File: src/design/rtr_pkg.sv
`default_nettype none

package rtr_pkg;

   localparam int MAX_LEN = 256;
   localparam int CNT_W   = $clog2(MAX_LEN);
   localparam int POS_W   = CNT_W + 1;
   localparam logic [CNT_W-1:0] CNT_LIMIT = CNT_W'(MAX_LEN - 1);

   localparam logic [7:0] CH_NUL    = 8'h00;
   localparam logic [7:0] CH_LBRACE = 8'h7B;
   localparam logic [7:0] CH_RBRACE = 8'h7D;
   localparam logic [7:0] CH_BSLASH = 8'h5C;
   localparam logic [7:0] CH_PIPE   = 8'h7C;
   localparam logic [7:0] CH_LPAREN = 8'h28;
   localparam logic [7:0] CH_RPAREN = 8'h29;
   localparam logic [7:0] CH_STAR   = 8'h2A;
   localparam logic [7:0] CH_LBRACK = 8'h5B;
   localparam logic [7:0] CH_RBRACK = 8'h5D;
   localparam logic [7:0] CH_PLUS   = 8'h2B;
   localparam logic [7:0] CH_CARET  = 8'h5E;
   localparam logic [7:0] CH_DOLLAR = 8'h24;
   localparam logic [7:0] CH_TAB    = 8'h09;
   localparam logic [7:0] CH_CR     = 8'h0D;
   localparam logic [7:0] CH_LF     = 8'h0A;
   localparam logic [7:0] CH_SPACE  = 8'h20;

   localparam logic [3:0] ST_RUN       = 4'd0;
   localparam logic [3:0] ST_DONE      = 4'd1;
   localparam logic [3:0] ST_UNOPENED  = 4'd2;
   localparam logic [3:0] ST_UNCLOSED  = 4'd3;
   localparam logic [3:0] ST_EMPTY_TOK = 4'd4;
   localparam logic [3:0] ST_EMPTY_NAM = 4'd5;
   localparam logic [3:0] ST_EMPTY_EXP = 4'd6;
   localparam logic [3:0] ST_ONE_WORD  = 4'd7;
   localparam logic [3:0] ST_TOO_LONG  = 4'd8;

   localparam logic [1:0] WR_MAX = 2'd2;

   typedef struct packed {
      logic       first;
      logic [7:0] ch;
      logic [7:0] next_ch;
   } req_type;

   typedef struct packed {
      logic [1:0] write_count;
      logic [7:0] write_addr;
      logic [7:0] char_a;
      logic [7:0] char_b;
      logic       param_opened;
      logic       param_named;
      logic [7:0] param_start;
      logic [7:0] name_length;
      logic [3:0] status;
      logic       is_plain;
      logic [7:0] param_total;
   } rsp_type;

   function automatic logic is_ws(input logic [7:0] c);
      return (c == CH_TAB) || (c == CH_CR) || (c == CH_LF) || (c == CH_SPACE);
   endfunction

   function automatic logic is_meta(input logic [7:0] c);
      return (c == CH_STAR) || (c == CH_LBRACK) || (c == CH_RBRACK) ||
             (c == CH_LPAREN) || (c == CH_RPAREN) || (c == CH_PLUS) ||
             (c == CH_CARET) || (c == CH_PIPE) || (c == CH_DOLLAR);
   endfunction

endpackage

`default_nettype wire

File: src/design/route_template_to_regex.sv
// The result of an accepted transfer is registered and appears in the cycle after it is accepted.
// Throughput: one character per cycle; the only hold-off is a stalled, full result register.
// The character step is a single combinational pass from the held state to the result register.
// Reset (synchronous, active high) clears the parse state and empties the result register;
// an item with first set clears the parse state again before it is processed.
`default_nettype none

module route_template_to_regex (
   input  wire logic            clock,
   input  wire logic            reset,
   input  wire logic            req_valid,
   output      logic            req_stall,
   input  wire rtr_pkg::req_type req_data,
   output      logic            rsp_valid,
   input  wire logic            rsp_stall,
   output      rtr_pkg::rsp_type rsp_data
);
   import rtr_pkg::*;

   logic             in_token_ff, in_token_in;
   logic             sep_seen_ff, sep_seen_in;
   logic             word_seen_ff, word_seen_in;
   logic [POS_W-1:0] depth_ff, depth_in;
   logic [POS_W-1:0] tok_start_ff, tok_start_in;
   logic [POS_W-1:0] wr_pos_ff, wr_pos_in;
   logic [7:0]       param_cnt_ff, param_cnt_in;
   logic             prim_ff, prim_in;
   logic             skip_ff, skip_in;
   logic             halted_ff, halted_in;
   logic [CNT_W-1:0] char_cnt_ff, char_cnt_in;
   logic [3:0]       final_ff, final_in;

   logic             rsp_valid_ff, rsp_valid_in;
   rsp_type          rsp_data_ff, rsp_data_in;

   logic             accept;

   assign req_stall = rsp_valid_ff & rsp_stall;
   assign accept    = req_valid & ~req_stall;
   assign rsp_valid = rsp_valid_ff;
   assign rsp_data  = rsp_data_ff;

   always_comb begin
      logic [7:0]       c;
      logic [7:0]       nx;
      logic [1:0]       wr_cnt;
      logic [POS_W-1:0] wr_base;
      logic [POS_W-1:0] len;
      logic [7:0]       ch_a;
      logic [7:0]       ch_b;
      logic             opened;
      logic             named;
      logic [3:0]       status;

      c  = req_data.ch;
      nx = req_data.next_ch;

      // first starts a new template from the reset state
      if (req_data.first) begin
         in_token_in  = 1'b0;
         sep_seen_in  = 1'b0;
         word_seen_in = 1'b0;
         depth_in     = '0;
         tok_start_in = '0;
         wr_pos_in    = '0;
         param_cnt_in = '0;
         prim_in      = 1'b1;
         skip_in      = 1'b0;
         halted_in    = 1'b0;
         char_cnt_in  = '0;
         final_in     = ST_RUN;
      end else begin
         in_token_in  = in_token_ff;
         sep_seen_in  = sep_seen_ff;
         word_seen_in = word_seen_ff;
         depth_in     = depth_ff;
         tok_start_in = tok_start_ff;
         wr_pos_in    = wr_pos_ff;
         param_cnt_in = param_cnt_ff;
         prim_in      = prim_ff;
         skip_in      = skip_ff;
         halted_in    = halted_ff;
         char_cnt_in  = char_cnt_ff;
         final_in     = final_ff;
      end

      wr_cnt  = '0;
      wr_base = wr_pos_in;
      len     = '0;
      ch_a    = CH_NUL;
      ch_b    = CH_NUL;
      opened  = 1'b0;
      named   = 1'b0;
      status  = ST_RUN;

      if (halted_in) begin
         status = final_in;
      end else if ((c != CH_NUL) && (char_cnt_in >= CNT_LIMIT)) begin
         status = ST_TOO_LONG; final_in = ST_TOO_LONG; halted_in = 1'b1;
      end else begin
         if (c != CH_NUL) begin
            char_cnt_in = char_cnt_in + 1'b1;
         end
         if (skip_in && (c != CH_NUL)) begin
            skip_in = 1'b0;
         end else begin
            skip_in = 1'b0;
            if (in_token_in) begin
               if (c == CH_NUL) begin
                  status = ST_UNCLOSED; final_in = ST_UNCLOSED; halted_in = 1'b1;
               end else if (c == CH_LBRACE) begin
                  if (!sep_seen_in) begin
                     status = ST_EMPTY_TOK; final_in = ST_EMPTY_TOK; halted_in = 1'b1;
                  end else begin
                     depth_in = depth_in + 1'b1;
                     wr_cnt   = 2'd1;
                     ch_a     = c;
                  end
               end else if (c == CH_RBRACE) begin
                  if (!sep_seen_in) begin
                     status = ST_EMPTY_TOK; final_in = ST_EMPTY_TOK; halted_in = 1'b1;
                  end else if (wr_pos_in == tok_start_in) begin
                     status = ST_EMPTY_EXP; final_in = ST_EMPTY_EXP; halted_in = 1'b1;
                  end else if (depth_in == '0) begin
                     wr_cnt      = 2'd1;
                     ch_a        = CH_RPAREN;
                     in_token_in = 1'b0;
                     prim_in     = 1'b0;
                  end else begin
                     depth_in = depth_in - 1'b1;
                     wr_cnt   = 2'd1;
                     ch_a     = c;
                  end
               end else if (c == CH_BSLASH) begin
                  if (nx == CH_RBRACE) begin
                     status = ST_EMPTY_EXP; final_in = ST_EMPTY_EXP; halted_in = 1'b1;
                  end else if (sep_seen_in) begin
                     wr_cnt = 2'd1;
                     ch_a   = c;
                  end
               end else if (is_ws(c)) begin
                  if (!sep_seen_in && word_seen_in && !(is_ws(nx) || (nx == CH_PIPE))) begin
                     status = ST_ONE_WORD; final_in = ST_ONE_WORD; halted_in = 1'b1;
                  end
               end else if (c == CH_PIPE) begin
                  sep_seen_in  = 1'b1;
                  word_seen_in = 1'b0;
                  len          = wr_pos_in - tok_start_in;
                  if (len == '0) begin
                     status = ST_EMPTY_NAM; final_in = ST_EMPTY_NAM; halted_in = 1'b1;
                  end else begin
                     // overwrite the name with the group opener
                     named   = 1'b1;
                     wr_base = tok_start_in;
                     wr_cnt  = 2'd1;
                     ch_a    = CH_LPAREN;
                  end
               end else begin
                  wr_cnt       = 2'd1;
                  ch_a         = c;
                  word_seen_in = 1'b1;
               end
            end else begin
               case (c)
                  CH_NUL: begin
                     wr_cnt = 2'd1;
                     ch_a   = CH_NUL;
                     status = ST_DONE; final_in = ST_DONE; halted_in = 1'b1;
                  end
                  CH_LBRACE: begin
                     opened       = 1'b1;
                     param_cnt_in = param_cnt_in + 1'b1;
                     tok_start_in = wr_pos_in;
                     in_token_in  = 1'b1;
                     sep_seen_in  = 1'b0;
                     word_seen_in = 1'b0;
                     depth_in     = '0;
                  end
                  CH_BSLASH: begin
                     wr_cnt = 2'd1;
                     ch_a   = c;
                     // escaped closing brace: write both, drop the brace itself
                     if (nx == CH_RBRACE) begin
                        wr_cnt  = WR_MAX;
                        ch_b    = CH_RBRACE;
                        skip_in = 1'b1;
                     end
                  end
                  CH_RBRACE: begin
                     status = ST_UNOPENED; final_in = ST_UNOPENED; halted_in = 1'b1;
                  end
                  default: begin
                     wr_cnt = 2'd1;
                     ch_a   = c;
                     if (is_meta(c)) begin
                        prim_in = 1'b0;
                     end
                  end
               endcase
            end
         end
      end

      wr_pos_in = wr_base + POS_W'(wr_cnt);

      rsp_data_in.write_count  = wr_cnt;
      rsp_data_in.write_addr   = (wr_cnt != 2'd0) ? wr_base[7:0] : 8'd0;
      rsp_data_in.char_a       = ch_a;
      rsp_data_in.char_b       = ch_b;
      rsp_data_in.param_opened = opened;
      rsp_data_in.param_named  = named;
      rsp_data_in.param_start  = tok_start_in[7:0];
      rsp_data_in.name_length  = len[7:0];
      rsp_data_in.status       = status;
      rsp_data_in.is_plain     = prim_in;
      rsp_data_in.param_total  = param_cnt_in;

      rsp_valid_in = accept | (rsp_valid_ff & rsp_stall);
   end

   always_ff @(posedge clock) begin
      if (reset) begin
         in_token_ff  <= 1'b0;
         sep_seen_ff  <= 1'b0;
         word_seen_ff <= 1'b0;
         depth_ff     <= '0;
         tok_start_ff <= '0;
         wr_pos_ff    <= '0;
         param_cnt_ff <= '0;
         prim_ff      <= 1'b1;
         skip_ff      <= 1'b0;
         halted_ff    <= 1'b0;
         char_cnt_ff  <= '0;
         final_ff     <= ST_RUN;
         rsp_valid_ff <= 1'b0;
      end else begin
         rsp_valid_ff <= rsp_valid_in;
         if (accept) begin
            in_token_ff  <= in_token_in;
            sep_seen_ff  <= sep_seen_in;
            word_seen_ff <= word_seen_in;
            depth_ff     <= depth_in;
            tok_start_ff <= tok_start_in;
            wr_pos_ff    <= wr_pos_in;
            param_cnt_ff <= param_cnt_in;
            prim_ff      <= prim_in;
            skip_ff      <= skip_in;
            halted_ff    <= halted_in;
            char_cnt_ff  <= char_cnt_in;
            final_ff     <= final_in;
         end
      end
   end

   // hold the result while the far side stalls
   always_ff @(posedge clock) begin
      if (accept) begin
         rsp_data_ff <= rsp_data_in;
      end
   end

endmodule

`default_nettype wire

File: config.mk
export PLATFORM = sky130hd
export DESIGN_NAME = route_template_to_regex
export DESIGN_NICKNAME = d
export VERILOG_FILES = /design/src/design/rtr_pkg.sv /design/src/design/route_template_to_regex.sv
export SDC_FILE = /design/constraint.sdc
export NUM_CORES = 1
export LEC_CHECK = 0
export BUFFER_PORTS_ARGS = -buffer_cell sky130_fd_sc_hd__buf_2
export CORE_ASPECT_RATIO = 0.8
export CORE_UTILIZATION = 57
export CTS_CLUSTER_SIZE = 14
export DETAILED_ROUTE_END_ITERATION = 12
export GPL_TIMING_DRIVEN = 1
export MAX_ROUTING_LAYER = met4
export PLACE_DENSITY_LB_ADDON = 0.2
export SLEW_MARGIN = 0
export SYNTH_ARGS = -nofsm -noshare
export SYNTH_HDL_FRONTEND = slang
export SYNTH_SLANG_ARGS = --single-unit
File: constraint.sdc
create_clock -name clock -period 13 [get_ports clock]
set_input_delay 1.3 -clock clock [delete_from_list [all_inputs] [get_ports clock]]
set_output_delay 1.3 -clock clock [all_outputs]
set_load 0.01 [all_outputs]
==> out/metrics.json <==
{
  "clock_network": {
    "post_cts.resized_instances": 0,
    "insertion_delay_ns": 0.36,
    "cts-htree-levels": 3,
    "cts_buffer_depth": 2,
    "cts_tree": "done",
    "clk_pin_slew_ns": 0.07,
    "tritoncts_num_sinks": 104,
    "total_cts_buffers": 9,
    "post_cts_setup_driven_buffer_insertion_count": 0,
    "holdBufCountCts": 0,
    "cts_root_buf": "sky130_fd_sc_hd__clkbuf_16"
  },
  "global_route": {
    "gr-usage-met1": 0.485,
    "via_count_of_the_first_global_routing_pass": 5773,
    "grt_first_pass_wirelength_um": 30600,
    "global_route.usage.met3": 0.0781,
    "antenna_violations_before_repair": 0,
    "global_route.peak_usage_layer": "met2",
    "grt.total_usage": 0.341,
    "grt_max_degree": 90,
    "met2_track_utilization_from_global_routing": 0.486,
    "grt_remaining_overflow": 0
  },
  "floorplanning": {
    "fp-row-count": 34,
    "fp.dieH_um": 97.6,
    "chipWidth_um": 122,
    "ioPinCount": 80,
    "core_area_um2": 11000,
    "floorplan.die_area_um2": 11900,
    "starting_utilization_of_the_core_area": 0.591
  },
  "outcome": {
    "status": "finished clean"
  },
  "synthesis": {
    "synth_seq_cells": 104,
    "proportion_of_synthesized_flip_flops_having_asynchronous_set_or_reset": 0,
    "synth-edff-count": 50,
    "netlist_area_um2": 6520,
    "synth.lib_cells_used.distinct": 81,
    "yosys_warnings": 0,
    "post_synth.cell_area_avg_um2": 8.24,
    "yosys_most_used_dff": "sky130_fd_sc_hd__dfxtp_1",
    "synthCells": 791,
    "seq_area_frac_synth": 0.396
  },
  "finish": {
    "area_added_between_synthesis_and_finish_pct": 10.4,
    "sequential_cell_area_um2": 2580,
    "design.final.nets": 873,
    "commonest_cells_after_routing_fill_and_taps_aside": "sky130_fd_sc_hd__nor2_1 (108), sky130_fd_sc_hd__nand2_1 (97), sky130_fd_sc_hd__buf_2 (77)",
    "count_of_inserted_antenna_diode_cells": 0,
    "post_route_cells_drive_above_1_share": 0.147,
    "final.fill_count": 929,
    "multi_input_comb_area_um2": 3610,
    "most_common_cell_after_layout_fill_and_taps_aside": "sky130_fd_sc_hd__nor2_1"
  },
  "route": {
    "viasPerCell": 6.38,
    "routed_wl_um": 19000,
    "drcViolationCount": 0,
    "wl_per_cell_um": 19.3,
    "dr_total_vias": 6286,
    "drt_iter0_markers": 645,
    "drt-pass1-iter-count": 5,
    "route.antenna.remaining_nets": 0
  },
  "power_and_ir_drop": {
    "vdd_ir_drop_max_v": 0.0000694,
    "power_frac_comb": 0.120,
    "power_frac_clock": 0.375,
    "p_sw_frac": 0.277,
    "seq_power_share": 0.505,
    "p_per_area_nw_per_um2": 99.5,
    "fin_total_pwr_mw": 0.716,
    "leakagePower_nw": 2.82,
    "p_sw_mw": 0.198,
    "internal-power_mw": 0.518
  },
  "placement": {
    "place.gp.congestion": 0.935,
    "dp_hpwl_um": 13300,
    "io_buffer_count": 77
  },
  "timing": {
    "max_freq_mhz": 153,
    "max-slew-margin-rel": 0.300,
    "fin_skew_ns": 0.0144,
    "post-route-period-util": 0.502,
    "finalHoldViolCount": 0,
    "whs_ns": 0.477,
    "setup_violations": 0,
    "worst_pin_slew_ns": 1.05,
    "max_slew_violation_total_from_the_final_report": 0,
    "final_min_period_ns": 6.53,
    "rsz0062_at_grt": "no",
    "fin_setup_tns_ns": 0
  },
  "critical_path": {
    "cp.arrival_ns": 6.78,
    "critPathMaxFanout": 66,
    "worstSetupPathType": "input pin to flip-flop",
    "crit_path_start_kind": "input pin",
    "endpoint_kind": "flip-flop",
    "timing.critical_path.required_ns": 13.25
  },
  "worst_hold_path": {
    "hold_path_class": "flip-flop to flip-flop"
  },
  "job": {
    "cap_violations": 0
  }
}
[layer usage]
metal,vias up,part of all wire
met3,41,0.097
met4,0,0.019
met1,2974,0.45
met2,338,0.43
met5,-,0
li1,2933,-
[stage by stage]
| step | setup slack [ns] | cells | util | cell area [um2] |
|---|---|---|---|---|
| 5_1_grt | 6.00 | 986 | 0.653 | 7190 |
| 6_report | 6.47 | 986 | 0.653 | 7190 |
| 3_5_place_dp | 6.22 | 970 | 0.627 | 6900 |
| 2_1_floorplan | 6.71 | 792 | - | 6520 |
| 4_1_cts | 6.58 | 986 | 0.653 | 7190 |
| 3_3_place_gp | 6.46 | 970 | 0.627 | 6900 |
[critical path, stage by stage]
cell,delay [ns]
sky130_fd_sc_hd__buf_2,0.07
sky130_fd_sc_hd__buf_4,0.55
sky130_fd_sc_hd__inv_1,0.36
sky130_fd_sc_hd__buf_4,0.31
sky130_fd_sc_hd__nand2_1,0.11
sky130_fd_sc_hd__ha_1,0.30
sky130_fd_sc_hd__and2_1,0.19
sky130_fd_sc_hd__a221o_1,0.35
sky130_fd_sc_hd__a211oi_2,0.21
sky130_fd_sc_hd__xor2_1,0.18
sky130_fd_sc_hd__and3b_1,0.21
sky130_fd_sc_hd__o21ai_0,0.53
sky130_fd_sc_hd__o21ai_0,0.19
sky130_fd_sc_hd__a21oi_1,0.27
sky130_fd_sc_hd__o21ai_0,0.17
sky130_fd_sc_hd__a21oi_1,0.24
sky130_fd_sc_hd__ha_1,0.23
sky130_fd_sc_hd__fa_1,0.26
sky130_fd_sc_hd__nand3_1,0.13
sky130_fd_sc_hd__or3_1,0.33
sky130_fd_sc_hd__a311oi_1,0.29
[power by group through the flow]
stage	Clock (mW)	Sequential, mW	Combinational (mW)
2_1_floorplan	0	0.372	0.0534
3_3_place_gp	0	0.369	0.0821
3_5_place_dp	0	0.369	0.0841
4_1_cts	0.272	0.362	0.0846
5_1_grt	0.285	0.363	0.0936
6_report	0.268	0.362	0.0859
[area by class of cell]
type,instances,area share
tap,144,0.0251
timing repair buffer,85,0.0619
multi-input combinational,614,0.502
clock inverter,7,0.00870
clock buffer,9,0.0313
sequential,104,0.359
inverter,23,0.0120
[sequential cells by signal (all words and copies together), names as in the netlist, 4 cells and up]
name	flops
wr_pos_ff	9
tok_start_ff	9
param_cnt_ff	8
depth_ff	9
final_ff	4
rsp_data	50
char_cnt_ff	8
[final timing paths]
kind,from,to,slack (ns),cells past startpoint
setup reg to reg,wr_pos_ff[3],wr_pos_ff[4],8.01,17
hold reg to reg,param_cnt_ff[7],param_cnt_ff[7],0.48,2
hold / removal,param_cnt_ff[7],param_cnt_ff[7],0.48,2
setup / recovery,req_data[16],wr_pos_ff[6],6.47,21
[synthesized netlist by cell type (all sizes together), types with 7 or more instances]
| master | number | area (um2) |
|---|---|---|
| o21ai | 59 | 295 |
| nand3 | 33 | 165 |
| mux2i | 9 | 90.1 |
| and3 | 7 | 43.8 |
| a31oi | 9 | 56.3 |
| nand2 | 97 | 364 |
| a21oi | 60 | 304 |
| nand4 | 12 | 81.3 |
| nor2 | 108 | 405 |
| xnor2 | 13 | 114 |
| nor3 | 32 | 171 |
| clkbuf | 32 | 120 |
| a21o | 7 | 52.6 |
| buf | 19 | 121 |
| dfxtp | 54 | 1080 |
| edfxtp | 50 | 1500 |
| nor2b | 24 | 150 |
| ha | 13 | 163 |
| inv | 23 | 86.3 |
| xor2 | 11 | 104 |
| a211oi | 9 | 72.6 |
| and2 | 7 | 43.8 |
[cells by family after synthesis]
family / count (synthesis) / synth area share
simple gates: 359 / 0.267
buf+inv: 74 / 0.0503
mux: 13 / 0.0213
compound gates: 201 / 0.200
xor+xnor: 24 / 0.0334
other cells: 1 / 0.000575
fa+ha+maj: 15 / 0.0311
flops: 104 / 0.396
Power figures use the tool's default switching activity.
